==> src/hw/rtl/chbr_pkg.sv <==
// Shared types and constants for the call history back/redial block.
// No dependencies; imported by every module of the block except chbr_ram.
package chbr_pkg;

	localparam int DEPTH_DEF = 128;

	localparam int NUM_W      = 60;
	localparam int TIME_W     = 40;
	localparam int IDX_W      = 7;
	localparam int LOGCOUNT_W = 8;
	localparam int ENTRY_W    = NUM_W + TIME_W;

	localparam int S_TDATA_W = ((NUM_W + TIME_W + IDX_W + 7) / 8) * 8;
	localparam int M_TDATA_W = ((NUM_W + TIME_W + LOGCOUNT_W + 7) / 8) * 8;

	typedef enum logic [1:0] {
		CMD_CALL   = 2'd0,
		CMD_BACK   = 2'd1,
		CMD_REDIAL = 2'd2,
		CMD_HIST   = 2'd3
	} cmd_t;

	typedef enum logic [1:0] {
		ST_OK        = 2'd0,
		ST_NO_PREV   = 2'd1,
		ST_NO_REDIAL = 2'd2,
		ST_BAD_INDEX = 2'd3
	} status_t;

	// controller -> datapath
	typedef struct packed {
		logic load;
		logic exec;
		logic pop;
		logic emit;
	} dp_ctrl_t;

	// datapath -> controller
	typedef struct packed {
		cmd_t cmd;
		logic err;
	} dp_stat_t;

endpackage

==> src/hw/rtl/chbr_ctrl.sv <==
// Sequencer for the call history block: accept, execute, pop (back and redial only), emit.
// Depends on chbr_pkg; drives the datapath through dp_ctrl_t.
module chbr_ctrl (
	input  logic               clk,
	input  logic               arst_n,
	input  logic               s_tvalid,
	output logic               s_tready,
	output logic               m_tvalid,
	input  logic               m_tready,
	input  chbr_pkg::dp_stat_t stat,
	output chbr_pkg::dp_ctrl_t ctrl
);
	import chbr_pkg::*;

	typedef enum logic [3:0] {
		S_IDLE = 4'b0001,
		S_EXEC = 4'b0010,
		S_POP  = 4'b0100,
		S_EMIT = 4'b1000
	} state_t;

	state_t state_q, state_d;
	logic   valid_q;
	logic   out_free;

	assign out_free  = !valid_q || m_tready;
	assign s_tready  = (state_q == S_IDLE);
	assign m_tvalid  = valid_q;

	assign ctrl.load = s_tvalid && s_tready;
	assign ctrl.exec = (state_q == S_EXEC);
	assign ctrl.pop  = (state_q == S_POP);
	assign ctrl.emit = (state_q == S_EMIT) && out_free;

	always_comb begin
		state_d = state_q;
		unique case (state_q)
			S_IDLE: begin
				if (s_tvalid) state_d = S_EXEC;
			end
			S_EXEC: begin
				// back and redial need a second memory step
				if (!stat.err && (stat.cmd == CMD_BACK || stat.cmd == CMD_REDIAL))
					state_d = S_POP;
				else
					state_d = S_EMIT;
			end
			S_POP: begin
				state_d = S_EMIT;
			end
			S_EMIT: begin
				if (out_free) state_d = S_IDLE;
			end
			default: begin
				state_d = S_IDLE;
			end
		endcase
	end

	always_ff @(posedge clk or negedge arst_n) begin
		if (!arst_n) begin
			state_q <= S_IDLE;
			valid_q <= 1'b0;
		end else begin
			state_q <= state_d;
			if (ctrl.emit)
				valid_q <= 1'b1;
			else if (m_tready)
				valid_q <= 1'b0;
		end
	end

endmodule

==> config.mk <==
export PLATFORM = sky130hd
export DESIGN_NAME = chbr_ctrl
export DESIGN_NICKNAME = d
export VERILOG_FILES = /design/src/hw/rtl/chbr_pkg.sv /design/src/hw/rtl/chbr_ctrl.sv
export SDC_FILE = /design/constraint.sdc
export NUM_CORES = 1
export LEC_CHECK = 0
export ABC_AREA = 0
export BUFFER_PORTS_ARGS = -buffer_cell sky130_fd_sc_hd__buf_2
export CAP_MARGIN = 20
export CORE_AREA = 3 3 40 42
export CTS_BUF_LIST = sky130_fd_sc_hd__clkbuf_8
export DETAILED_ROUTE_END_ITERATION = 7
export DIE_AREA = 0 0 43 45
export GPL_TIMING_DRIVEN = 0
export PLACE_DENSITY_LB_ADDON = 0.1
export SLEW_MARGIN = 30
export SYNTH_ARGS = -nofsm -noshare
export SYNTH_HDL_FRONTEND = slang
export SYNTH_SLANG_ARGS = --single-unit
==> constraint.sdc <==
create_clock -name clk -period 1.28 [get_ports clk]
set_input_delay 0.064 -clock clk [delete_from_list [all_inputs] [get_ports clk]]
set_output_delay 0.064 -clock clk [all_outputs]
set_load 0.005 [all_outputs]
==> results of run 1 <==
[final cells by class]
type | count | area share, %
clock buffer | 3 | 8.19
tap | 15 | 3.72
timing repair buffer | 17 | 23.1
multi-input combinational | 23 | 38.0
clock inverter | 1 | 0.744
inverter | 1 | 0.744
sequential | 5 | 25.6
[report_power, final]
part / internal [mW] / switching, mW
registers: 0.220 / 0.0698
clock network: 0.206 / 0.0804
logic: 0.311 / 0.175
total: 0.737 / 0.325
[metal layers]
layer / GRT usage (%) / up-vias / wire [microns]
met3: 2.79 / 2 / 71
met2: 15.9 / 13 / 381
met4: 7.23 / 0 / 7
li1: - / 144 / -
met5: 0 / - / 0
met1: 11.7 / 138 / 359
[critical path: stages, from the launching register on]
cell and delay, ns:
dfrtp_2 0.46, nor4b_4 0.30, and2_4 0.20, buf_6 0.09
[worst max-delay path by stage]
stage	depth (start not counted)	end	slack [ns]	from
6_report	3	ctrl[3]	-0.05	state_q[3]$_DFFE_PN0P_
5_1_grt	3	ctrl[3]	-0.10	state_q[3]$_DFFE_PN0P_
4_1_cts	3	ctrl[3]	-0.05	state_q[3]$_DFFE_PN0P_
3_5_place_dp	3	ctrl[3]	-0.06	state_q[0]$_DFFE_PN1P_
3_3_place_gp	3	ctrl[3]	-0.003	state_q[0]$_DFFE_PN1P_
2_1_floorplan	3	state_q[0]$_DFFE_PN1P_	0.07	state_q[0]$_DFFE_PN1P_
[cells by family (layout without fill, tap and decap cells)]
group | Yosys count | count (layout) | synth area share (%)
flops | 5 | 5 | 42.1
compound gates | 5 | 5 | 11.3
simple gates | 17 | 17 | 42.5
xor+xnor | 1 | 1 | 2.92
buf+inv | 1 | 22 | 1.25
[sequential cells by signal, indices dropped and copies added (netlist names)]
| signal | cells |
|---|---|
| m_tvalid | 1 |
| state_q | 4 |
[placed cells by master, fill, tap and decap left out, types with 2 or more instances in the layout]
cell type and n:
buf_2 10, buf_6 3, buf_4 3, inv_1 2, nor2b_1 2, clkbuf_8 3, nor2_1 2, o21ai_1 2
dfrtp_1 2, dfrtp_2 2, nor4b_4 2
[stage by stage]
| stage | TNS [ns] | hold WS (ns) |
|---|---|---|
| finish | -0.0789 | 0.0170 |
| global route | -0.315 | 0.0227 |
| CTS | -0.0726 | 0.0161 |
| detailed placement | -0.0808 | -0.114 |
| global placement | -0.00289 | -0.112 |
| floorplan | 0 | -0.232 |
[what timing repair did]
item                                    4_1_cts  5_1_grt
hold buffers                                  1        0
setup buffers                                 4        0
pin swaps                                     1        2
gates cloned                                  0        0
endpoints found under the setup margin        5        6
endpoints found under the hold margin         5        0
resized for setup                             6        4
==> metrics.csv, run 1 <==
stage;metric;value;unit
routing;drt-wirelength-per-cell;12.6;microns
timing;finalCritPeriodShare;104;%
yosys;syn_avg_cell_area;10.4;sq um
clocking;insertion_delay;0.22;ns
placed_design;hpwlAfterDp;581;microns
critical_path;crit_path_end_kind;primary output;
layout;diodes;0;
yosys;synth_area_leaders;dfrtp_1 (33%), dfstp_2 (8.8%), nor4b_4 (7.9%);
clocking;clkSlewWorstSetupHoldPaths;0.04;ns
critical_path;r2r_cells;4;
min_path;whs_path_depth;2;
timing;layout_setup_ws;-0.0511;ns
power_and_ir_drop;leakagePower;0.254;nW
min_path;hold_start;stat[0];
yosys;synth_nets;36;
yosys;ys_warn_count;0;
power_and_ir_drop;power;1.06;mW
clocking;cts_max_path_buffers;2;
yosys;ys_seq_area_share;42.1;%
placed_design;dpl-instance-area;379;sq um
yosys;synth_common_cells;dfrtp_1 (4), nor2_1 (3), nor2b_1 (3);
grt;track_usage;10.0;%
clocking;cts.sinks;5;
grt;first_global_vias;296;
grt;overflow;0;
layout;fin_area;504;sq um
clocking;cts.htree.levels;1;
min_path;hold_end;state_q[2]$_DFFE_PN0P_;
yosys;synth.most_common_cell;dfrtp_1;
floorplan;die_w;43;microns
clocking;cts_buffers;3;
routing;vias;297;
clocking;cts_root_buffer;clkbuf_8;
timing;hold_violations;0;
timing;setup_viol;3;
floorplan;dieArea;1940;sq um
clocking;tritoncts;done;
routing;via_per_inst;4.57;
critical_path;cp.arrival;1.27;ns
layout;nNetsFinal;58;
yosys;synth_ff_type;dfrtp_1;
grt;grt_antenna_before_repair;0;
layout;final_util;39.2;%
layout;fillers;135;
placed_design;dp_slack;-0.0573;ns
layout;multiInputGateArea;191;sq um
yosys;synth_edf_count;0;
yosys;netlist.top_cell.by_area;dfrtp_1;
routing;firstDrtPassIters;4;
yosys;synth-async-reset-ratio;100;%
grt;grt_start_max_net_pins;7;
placed_design;port_buffers;12;
critical_path;r2r_slack;0.04;ns
floorplan;die_h;45;microns
timing;slew_headroom;80.6;%
layout;instances_no_fill;65;
critical_path;rr_startpoint;state_q[0]$_DFFE_PN1P_;
layout;regArea;129;sq um
run;cap_viol_max_count;0;
critical_path;critPathKind;flop to primary output;
run_status;status;finished with violations;
critical_path;crit_path_max_fanout;5;
grt;grt_pass1_wl;1370;microns
routing;wl;819;microns
yosys;ys_ff_latch;5;
yosys;synth_top_cell_area_share;33.3;%
layout;synthToLayoutAreaGrowth;67.9;%
min_path;hold_class;input port to flop;
placed_design;place_congestion;0.709;
critical_path;r2r_end;state_q[3]$_DFFE_PN0P_;
critical_path;startpoint_type;flop;
timing;worst_pin_slew;0.290;ns
placed_design;dp.cells;56;
routing;antenna_left;0;
floorplan;core_area;1280;sq um
timing;fin_crit;1.33;ns
power_and_ir_drop;vdd_drop_max;0.938;mV
yosys;syn_area;300;sq um
yosys;synth_cell_type_count;19;
yosys;synthCells;29;
timing;rsz0062_at_grt;yes;
floorplan;io_pins;13;
run_status;violations;setup timing;
timing;fin_worst_skew;0.000995;ns
power_and_ir_drop;power_density;2110;nW/um^2
routing;initialDrtViolationCount;2;
layout;layout-drive-gt1-share;60.0;%
floorplan;initial_core_util;23.4;%
floorplan;num_rows;13;
critical_path;cp.required;1.22;ns
timing;maxClockFrequency;751;MHz
routing;drcViolationCount;0;
timing;drv_slew;0;
Note: power is estimated with default switching activity, not from simulation.
==> run 2: changes to the inputs <==
--- a/config.mk
+++ b/config.mk
@@ -18,3 +18,4 @@
 export SYNTH_ARGS = -nofsm -noshare
 export SYNTH_HDL_FRONTEND = slang
 export SYNTH_SLANG_ARGS = --single-unit
+export TNS_END_PERCENT = 50
==> run 2 against run 1 <==
Net effect: the run still ends with setup timing left; highest routed layer unchanged; register-to-register slack about the same; critical endpoint unchanged; sequential power decreased by 1%; power decreased by 0.56%; sequential share of layout area increased by 0.39 points; utilization decreased by 0.58 points; sequential cell count unchanged; final area decreased by 1.5%; critical path depth unchanged; combinational power about the same; first-iteration DRC count unchanged.
==> metrics.csv, run 2 (synthesis gave the netlist of run 1 again) <==
stage;metric;value;unit;change
clocking;cts_buffers;3;;unchanged
critical_path;crit_end;ctrl[3];;
placed_design;port_buffers;12;;unchanged
floorplan;dieArea;1940;sq um;unchanged
critical_path;startpoint;state_q[3]$_DFFE_PN0P_;;
critical_path;startpoint_type;flop;;
routing;vias;284;;-4.4%
layout;synthToLayoutAreaGrowth;65.4;%;
critical_path;cp.required;1.22;ns;about the same
timing;finalCritPeriodShare;104;%;-0.26 points
routing;wl;802;microns;-2.1%
routing;drcViolationCount;0;;unchanged
grt;grt_antenna_before_repair;0;;unchanged
critical_path;critPathKind;flop to primary output;;
layout;largest_register_ffs;4;;unchanged
clocking;cts.sinks;5;;unchanged
grt;track_usage;9.94;%;-0.084 points
grt;grt_start_max_net_pins;7;;unchanged
timing;slew_headroom;81.2;%;+0.63 points
critical_path;r2r_cells;4;;unchanged
critical_path;r2r_slack;0.04;ns;about the same
clocking;insertion_delay;0.22;ns;about the same
placed_design;place_congestion;0.709;;unchanged
placed_design;hpwlAfterDp;581;microns;unchanged
critical_path;crit_path_max_fanout;5;;unchanged
floorplan;core_area;1280;sq um;unchanged
layout;layout_common_cells;buf_2 (10), nor2b_1 (3), clkbuf_8 (3), buf_6 (3), buf_4 (3);;
routing;via_per_inst;4.37;;-4.4%
run_status;violations;setup timing;;
placed_design;dp_slack;-0.0573;ns;unchanged
critical_path;crit_path_end_kind;primary output;;
timing;fin_worst_skew;0.000133;ns;-0.000861 ns
clocking;cts_max_path_buffers;2;;unchanged
power_and_ir_drop;leakagePower;0.253;nW;-0.64%
routing;drt-wirelength-per-cell;12.3;microns;-2.1%
timing;layout_setup_ws;-0.0477;ns;+0.00336 ns
timing;worst_pin_slew;0.280;ns;-0.00947 ns
clocking;clkSlewWorstSetupHoldPaths;0.04;ns;about the same
floorplan;die_w;43;microns;unchanged
timing;fin_crit;1.33;ns;-0.00336 ns
grt;first_global_vias;296;;unchanged
grt;overflow;0;;unchanged
layout;final_common_cell;buf_2;;
power_and_ir_drop;vdd_drop_max;0.943;mV;+0.57%
layout;nNetsFinal;58;;unchanged
routing;firstDrtPassIters;4;;unchanged
timing;rsz0062_at_grt;yes;;
timing;drv_slew;0;;unchanged
timing;hold_violations;0;;unchanged
critical_path;r2r_end;state_q[3]$_DFFE_PN0P_;;
floorplan;initial_core_util;23.4;%;unchanged
clocking;cts_root_buffer;clkbuf_8;;
layout;fillers;134;;-0.74%
timing;maxClockFrequency;753;MHz;+0.25%
power_and_ir_drop;power_density;2130;nW/um^2;+0.94%
timing;setup_viol;2;;-1
layout;layout-drive-gt1-share;56.0;%;-4.0 points
clocking;cts.htree.levels;1;;unchanged
clocking;tritoncts;done;;
floorplan;die_h;45;microns;unchanged
routing;antenna_left;0;;unchanged
run;cap_viol_max_count;0;;unchanged
floorplan;io_pins;13;;unchanged
critical_path;cp.arrival;1.26;ns;about the same
layout;largest-register;state_q;;
routing;initialDrtViolationCount;2;;unchanged
critical_path;rr_startpoint;state_q[0]$_DFFE_PN1P_;;
layout;final_util;38.7;%;-0.58 points
layout;diodes;0;;unchanged
grt;grt_pass1_wl;1350;microns;-1.5%
run_status;status;finished with violations;;
floorplan;num_rows;13;;unchanged
min_path;hold_class;input port to flop;;
[run 2: worst max-delay path, stage by stage (launching register included)]
cell and delay (ns):
dfrtp_2 0.45, nor4b_4 0.31, and2_4 0.20, buf_6 0.09
[run 2: how the worst min path moves through the flow]
| stage | startpoint | end | slack (ns) | cells past startpoint |
|---|---|---|---|---|
| final | stat[0] | state_q[2]$_DFFE_PN0P_ | 0.02 | 2 |
| after global routing | stat[0] | state_q[2]$_DFFE_PN0P_ | 0.03 | 2 |
| after CTS | stat[0] | state_q[2]$_DFFE_PN0P_ | 0.02 | 2 |
| after detailed placement | arst_n | state_q[3]$_DFFE_PN0P_ | -0.11 | 1 |
| after global placement | arst_n | state_q[2]$_DFFE_PN0P_ | -0.11 | 1 |
| after floorplan | arst_n | m_tvalid$_DFFE_PN0P_ | -0.23 | 0 |
[run 2: cell type report]
type / count / area [sq um] / area share (%)
clock inverter: 1 / 3.75 / 0.756
tap: 15 / 18.8 / 3.78
multi-input combinational: 23 / 184 / 37.0
sequential: 5 / 129 / 25.9
clock buffer: 3 / 41.3 / 8.31
timing repair buffer: 17 / 116 / 23.4
inverter: 1 / 3.75 / 0.756
[run 2: metrics by stage]
stage / hold WS [ns] / TNS [ns] / cells / cell area, sq um / power [mW]
finish: 0.0177 / -0.0686 / 65 / 497 / 1.06
detailed placement: -0.114 / -0.0808 / 56 / 379 / 0.573
global route: 0.0278 / -0.333 / 65 / 497 / 1.13
floorplan: -0.232 / 0 / 29 / 300 / 0.457
CTS: 0.0161 / -0.111 / 64 / 485 / 1.05
global placement: -0.112 / -0.00289 / 56 / 379 / 0.556
[run 2: where the power goes]
group | total (mW) | internal [mW] | switching, mW
Sequential | 0.286 | 0.220 | 0.0657
Clock | 0.287 | 0.206 | 0.0810
Combinational | 0.483 | 0.308 | 0.176
Total | 1.06 | 0.734 | 0.323
[run 2: layer usage]
metal	track usage, %	vias to the layer above	part of all wire (%)
met4	7.23	0	0.87
met2	16.2	13	51
met3	2.79	2	8.7
met5	0	-	0
met1	11.2	126	40
li1	-	143	-
[run 2: timing repair]
| item | in CTS | in global routing |
|---|---|---|
| endpoints found under the setup margin | 5 | 6 |
| pin swaps | 1 | 1 |
| endpoints found under the hold margin | 5 | 0 |
| gates cloned | 0 | 0 |
| buffers inserted | 3 | 1 |
| gates resized for setup | 6 | 2 |
| hold buffers | 1 | 0 |
==> run 3: changes to the inputs <==
==> constraint.sdc (replaced) <==
create_clock -name clk -period 1.28 [get_ports clk]
set_input_delay 0.256 -clock clk [delete_from_list [all_inputs] [get_ports clk]]
set_output_delay 0.256 -clock clk [all_outputs]
set_load 0.005 [all_outputs]
==> run 3 against run 2 <==
Net effect: the run still ends with setup timing left; via count grew 0.35%; non-clock buffer count unchanged; worst setup slack worse by 0.19 ns; fmax shrank 13%; clock power shrank 4%; first-iteration DRC count up 50%; utilization up 0.88 points; register-to-register slack got worse by 0.05 ns; die area stayed put; clock skew increased by 0.0022 ns; global-route usage fell by 1.3 points; critical path type unchanged; critical endpoint unchanged; largest power group unchanged.
==> metrics.csv, run 3 (synthesis gave the netlist of run 1 again) <==
stage;metric;value;unit;change
run_status;status;finished with violations;;
run_status;violations;setup timing;;
timing;slew_headroom;83.3;%;+2.0 points
clocking;cts.sinks;5;;unchanged
power_and_ir_drop;leakagePower;0.257;nW;+1.7%
placed_design;dp.cells;56;;unchanged
routing;dr_wl_met3;63;microns;-10%
layout;layout_common_cells;buf_2 (10), clkbuf_8 (3), buf_4 (3);;
placed_design;port_buffers;12;;unchanged
min_path;hold_class;input port to flop;;
clocking;cts_root_buffer;clkbuf_8;;
routing;routedLengthMet1;320;microns;+0.95%
grt;grt_start_max_net_pins;7;;unchanged
critical_path;cp.arrival;1.27;ns;about the same
grt;first_global_vias;272;;-8.1%
clocking;clkSlewWorstSetupHoldPaths;0.03;ns;about the same
placed_design;dpl-instance-area;388;sq um;+2.3%
routing;wl_met2;307;microns;-25%
layout;fin_area;508;sq um;+2.3%
routing;top_layer;met4;;
routing;wl;705;microns;-12%
critical_path;critPathKind;flop to primary output;;
power_and_ir_drop;power_density;2110;nW/um^2;-0.92%
critical_path;crit_path_end_kind;primary output;;
routing;drt-wirelength-per-cell;10.8;microns;-12%
grt;track_usage;8.61;%;-1.3 points
routing;antenna_left;0;;unchanged
floorplan;io_pins;13;;unchanged
run;cap_viol_max_count;0;;unchanged
routing;drcViolationCount;0;;unchanged
routing;initialDrtViolationCount;3;;+1
timing;hold_violations;0;;unchanged
grt;overflow;0;;unchanged
layout;synthToLayoutAreaGrowth;69.2;%;
critical_path;startpoint_type;flop;;
floorplan;die_w;43;microns;unchanged
critical_path;crit_path_max_fanout;2;;-3
timing;setup_viol;6;;+4
timing;maxClockFrequency;657;MHz;-13%
placed_design;dp_slack;-0.141;ns;-0.0836 ns
timing;layout_setup_ws;-0.242;ns;-0.194 ns
timing;drv_slew;0;;unchanged
clocking;cts_max_path_buffers;2;;unchanged
layout;diodes;0;;unchanged
floorplan;die_h;45;microns;unchanged
floorplan;core_area;1280;sq um;unchanged
timing;worst_pin_slew;0.251;ns;-0.0297 ns
routing;via_per_inst;4.38;;+0.35%
timing;fin_crit;1.52;ns;+0.194 ns
power_and_ir_drop;vdd_drop_max;0.868;mV;-8.0%
floorplan;initial_core_util;23.4;%;unchanged
routing;firstDrtPassIters;2;;-2
timing;fin_worst_skew;0.00229;ns;+0.00216 ns
grt;grt_pass1_wl;1150;microns;-15%
layout;largest_register_ffs;4;;unchanged
clocking;cts.htree.levels;1;;unchanged
floorplan;dieArea;1940;sq um;unchanged
timing;finalCritPeriodShare;119;%;+15 points
critical_path;cp.required;1.02;ns;-0.20 ns
clocking;cts_buffers;3;;unchanged
clocking;insertion_delay;0.22;ns;about the same
clocking;tritoncts;done;;
power_and_ir_drop;power;1.07;mW;+1.3%
timing;rsz0062_at_grt;yes;;
placed_design;place_congestion;0.688;;-3.0%
grt;grt_antenna_before_repair;0;;unchanged
layout;largest-register;state_q;;
routing;vias;285;;+0.35%
layout;final_common_cell;buf_2;;
layout;layout-drive-gt1-share;58.0;%;+2.0 points
layout;fillers;139;;+3.7%
layout;nNetsFinal;58;;unchanged
floorplan;num_rows;13;;unchanged
layout;instances_no_fill;65;;unchanged
-- run 3: cell counts in the layout (fill, tap and decap cells not counted) --
No cell type changed its count.
-- run 3: repair_timing --
| item | 4_1_cts | 5_1_grt |
|---|---|---|
| resized for setup | 4 | 3 |
| endpoints found under the setup margin | 5 | 6 |
| gates cloned | 0 | 0 |
| hold endpoints to repair | 4 | 0 |
| hold buffers | 1 | 0 |
| buffers inserted | 3 | 1 |
| pin swaps | 1 | 2 |
-- run 3: final cells by class --
type	instances	area, sq um	area share (%)
clock buffer	3	41.3	8.13
clock inverter	1	3.75	0.739
inverter	1	3.75	0.739
multi-input combinational	23	186	36.7
sequential	5	129	25.4
tap	15	18.8	3.69
timing repair buffer	17	125	24.6
-- run 3: per-layer routing --
metal / track usage (%) / up-vias
met1: 10.0 / 125
met2: 12.0 / 14
met4: 5.42 / 0
li1: - / 144
met3: 5.18 / 2
met5: 0 / -
-- run 3: metrics by stage --
step / util, % / hold WS, ns / setup TNS (ns)
final: 39.5 / 0.204 / -0.908
after global routing: 39.5 / 0.213 / -1.27
after global placement: 30.2 / 0.0727 / -0.129
after CTS: 38.5 / 0.204 / -1.15
after floorplan: - / -0.0396 / 0
after detailed placement: 30.2 / 0.0743 / -0.141
-- run 3: worst max-delay path, stage by stage, from the launching register on --
cell and delay (ns):
dfstp_2 0.55, nor4b_4 0.22, and2_4 0.19, buf_6 0.09
-- run 3: where the power goes --
part           leakage [nW]  internal, mW  switching, mW
logic                 0.169         0.332          0.168
clock network        0.0269         0.205         0.0705
registers            0.0612         0.221         0.0737
total                 0.257         0.758          0.312
-- run 3: worst paths after layout --
kind	start	end	slack (ns)	cells past startpoint
max in group asynchronous	arst_n	state_q[0]$_DFFE_PN1P_	0.69	2
min in group asynchronous	arst_n	m_tvalid$_DFFE_PN0P_	0.38	2
max reg2reg	state_q[0]$_DFFE_PN1P_	state_q[3]$_DFFE_PN0P_	-0.01	5
min reg2reg	state_q[3]$_DFFE_PN0P_	state_q[3]$_DFFE_PN0P_	0.70	3
min	stat[0]	state_q[2]$_DFFE_PN0P_	0.20	2
max	state_q[0]$_DFFE_PN1P_	ctrl[3]	-0.24	3
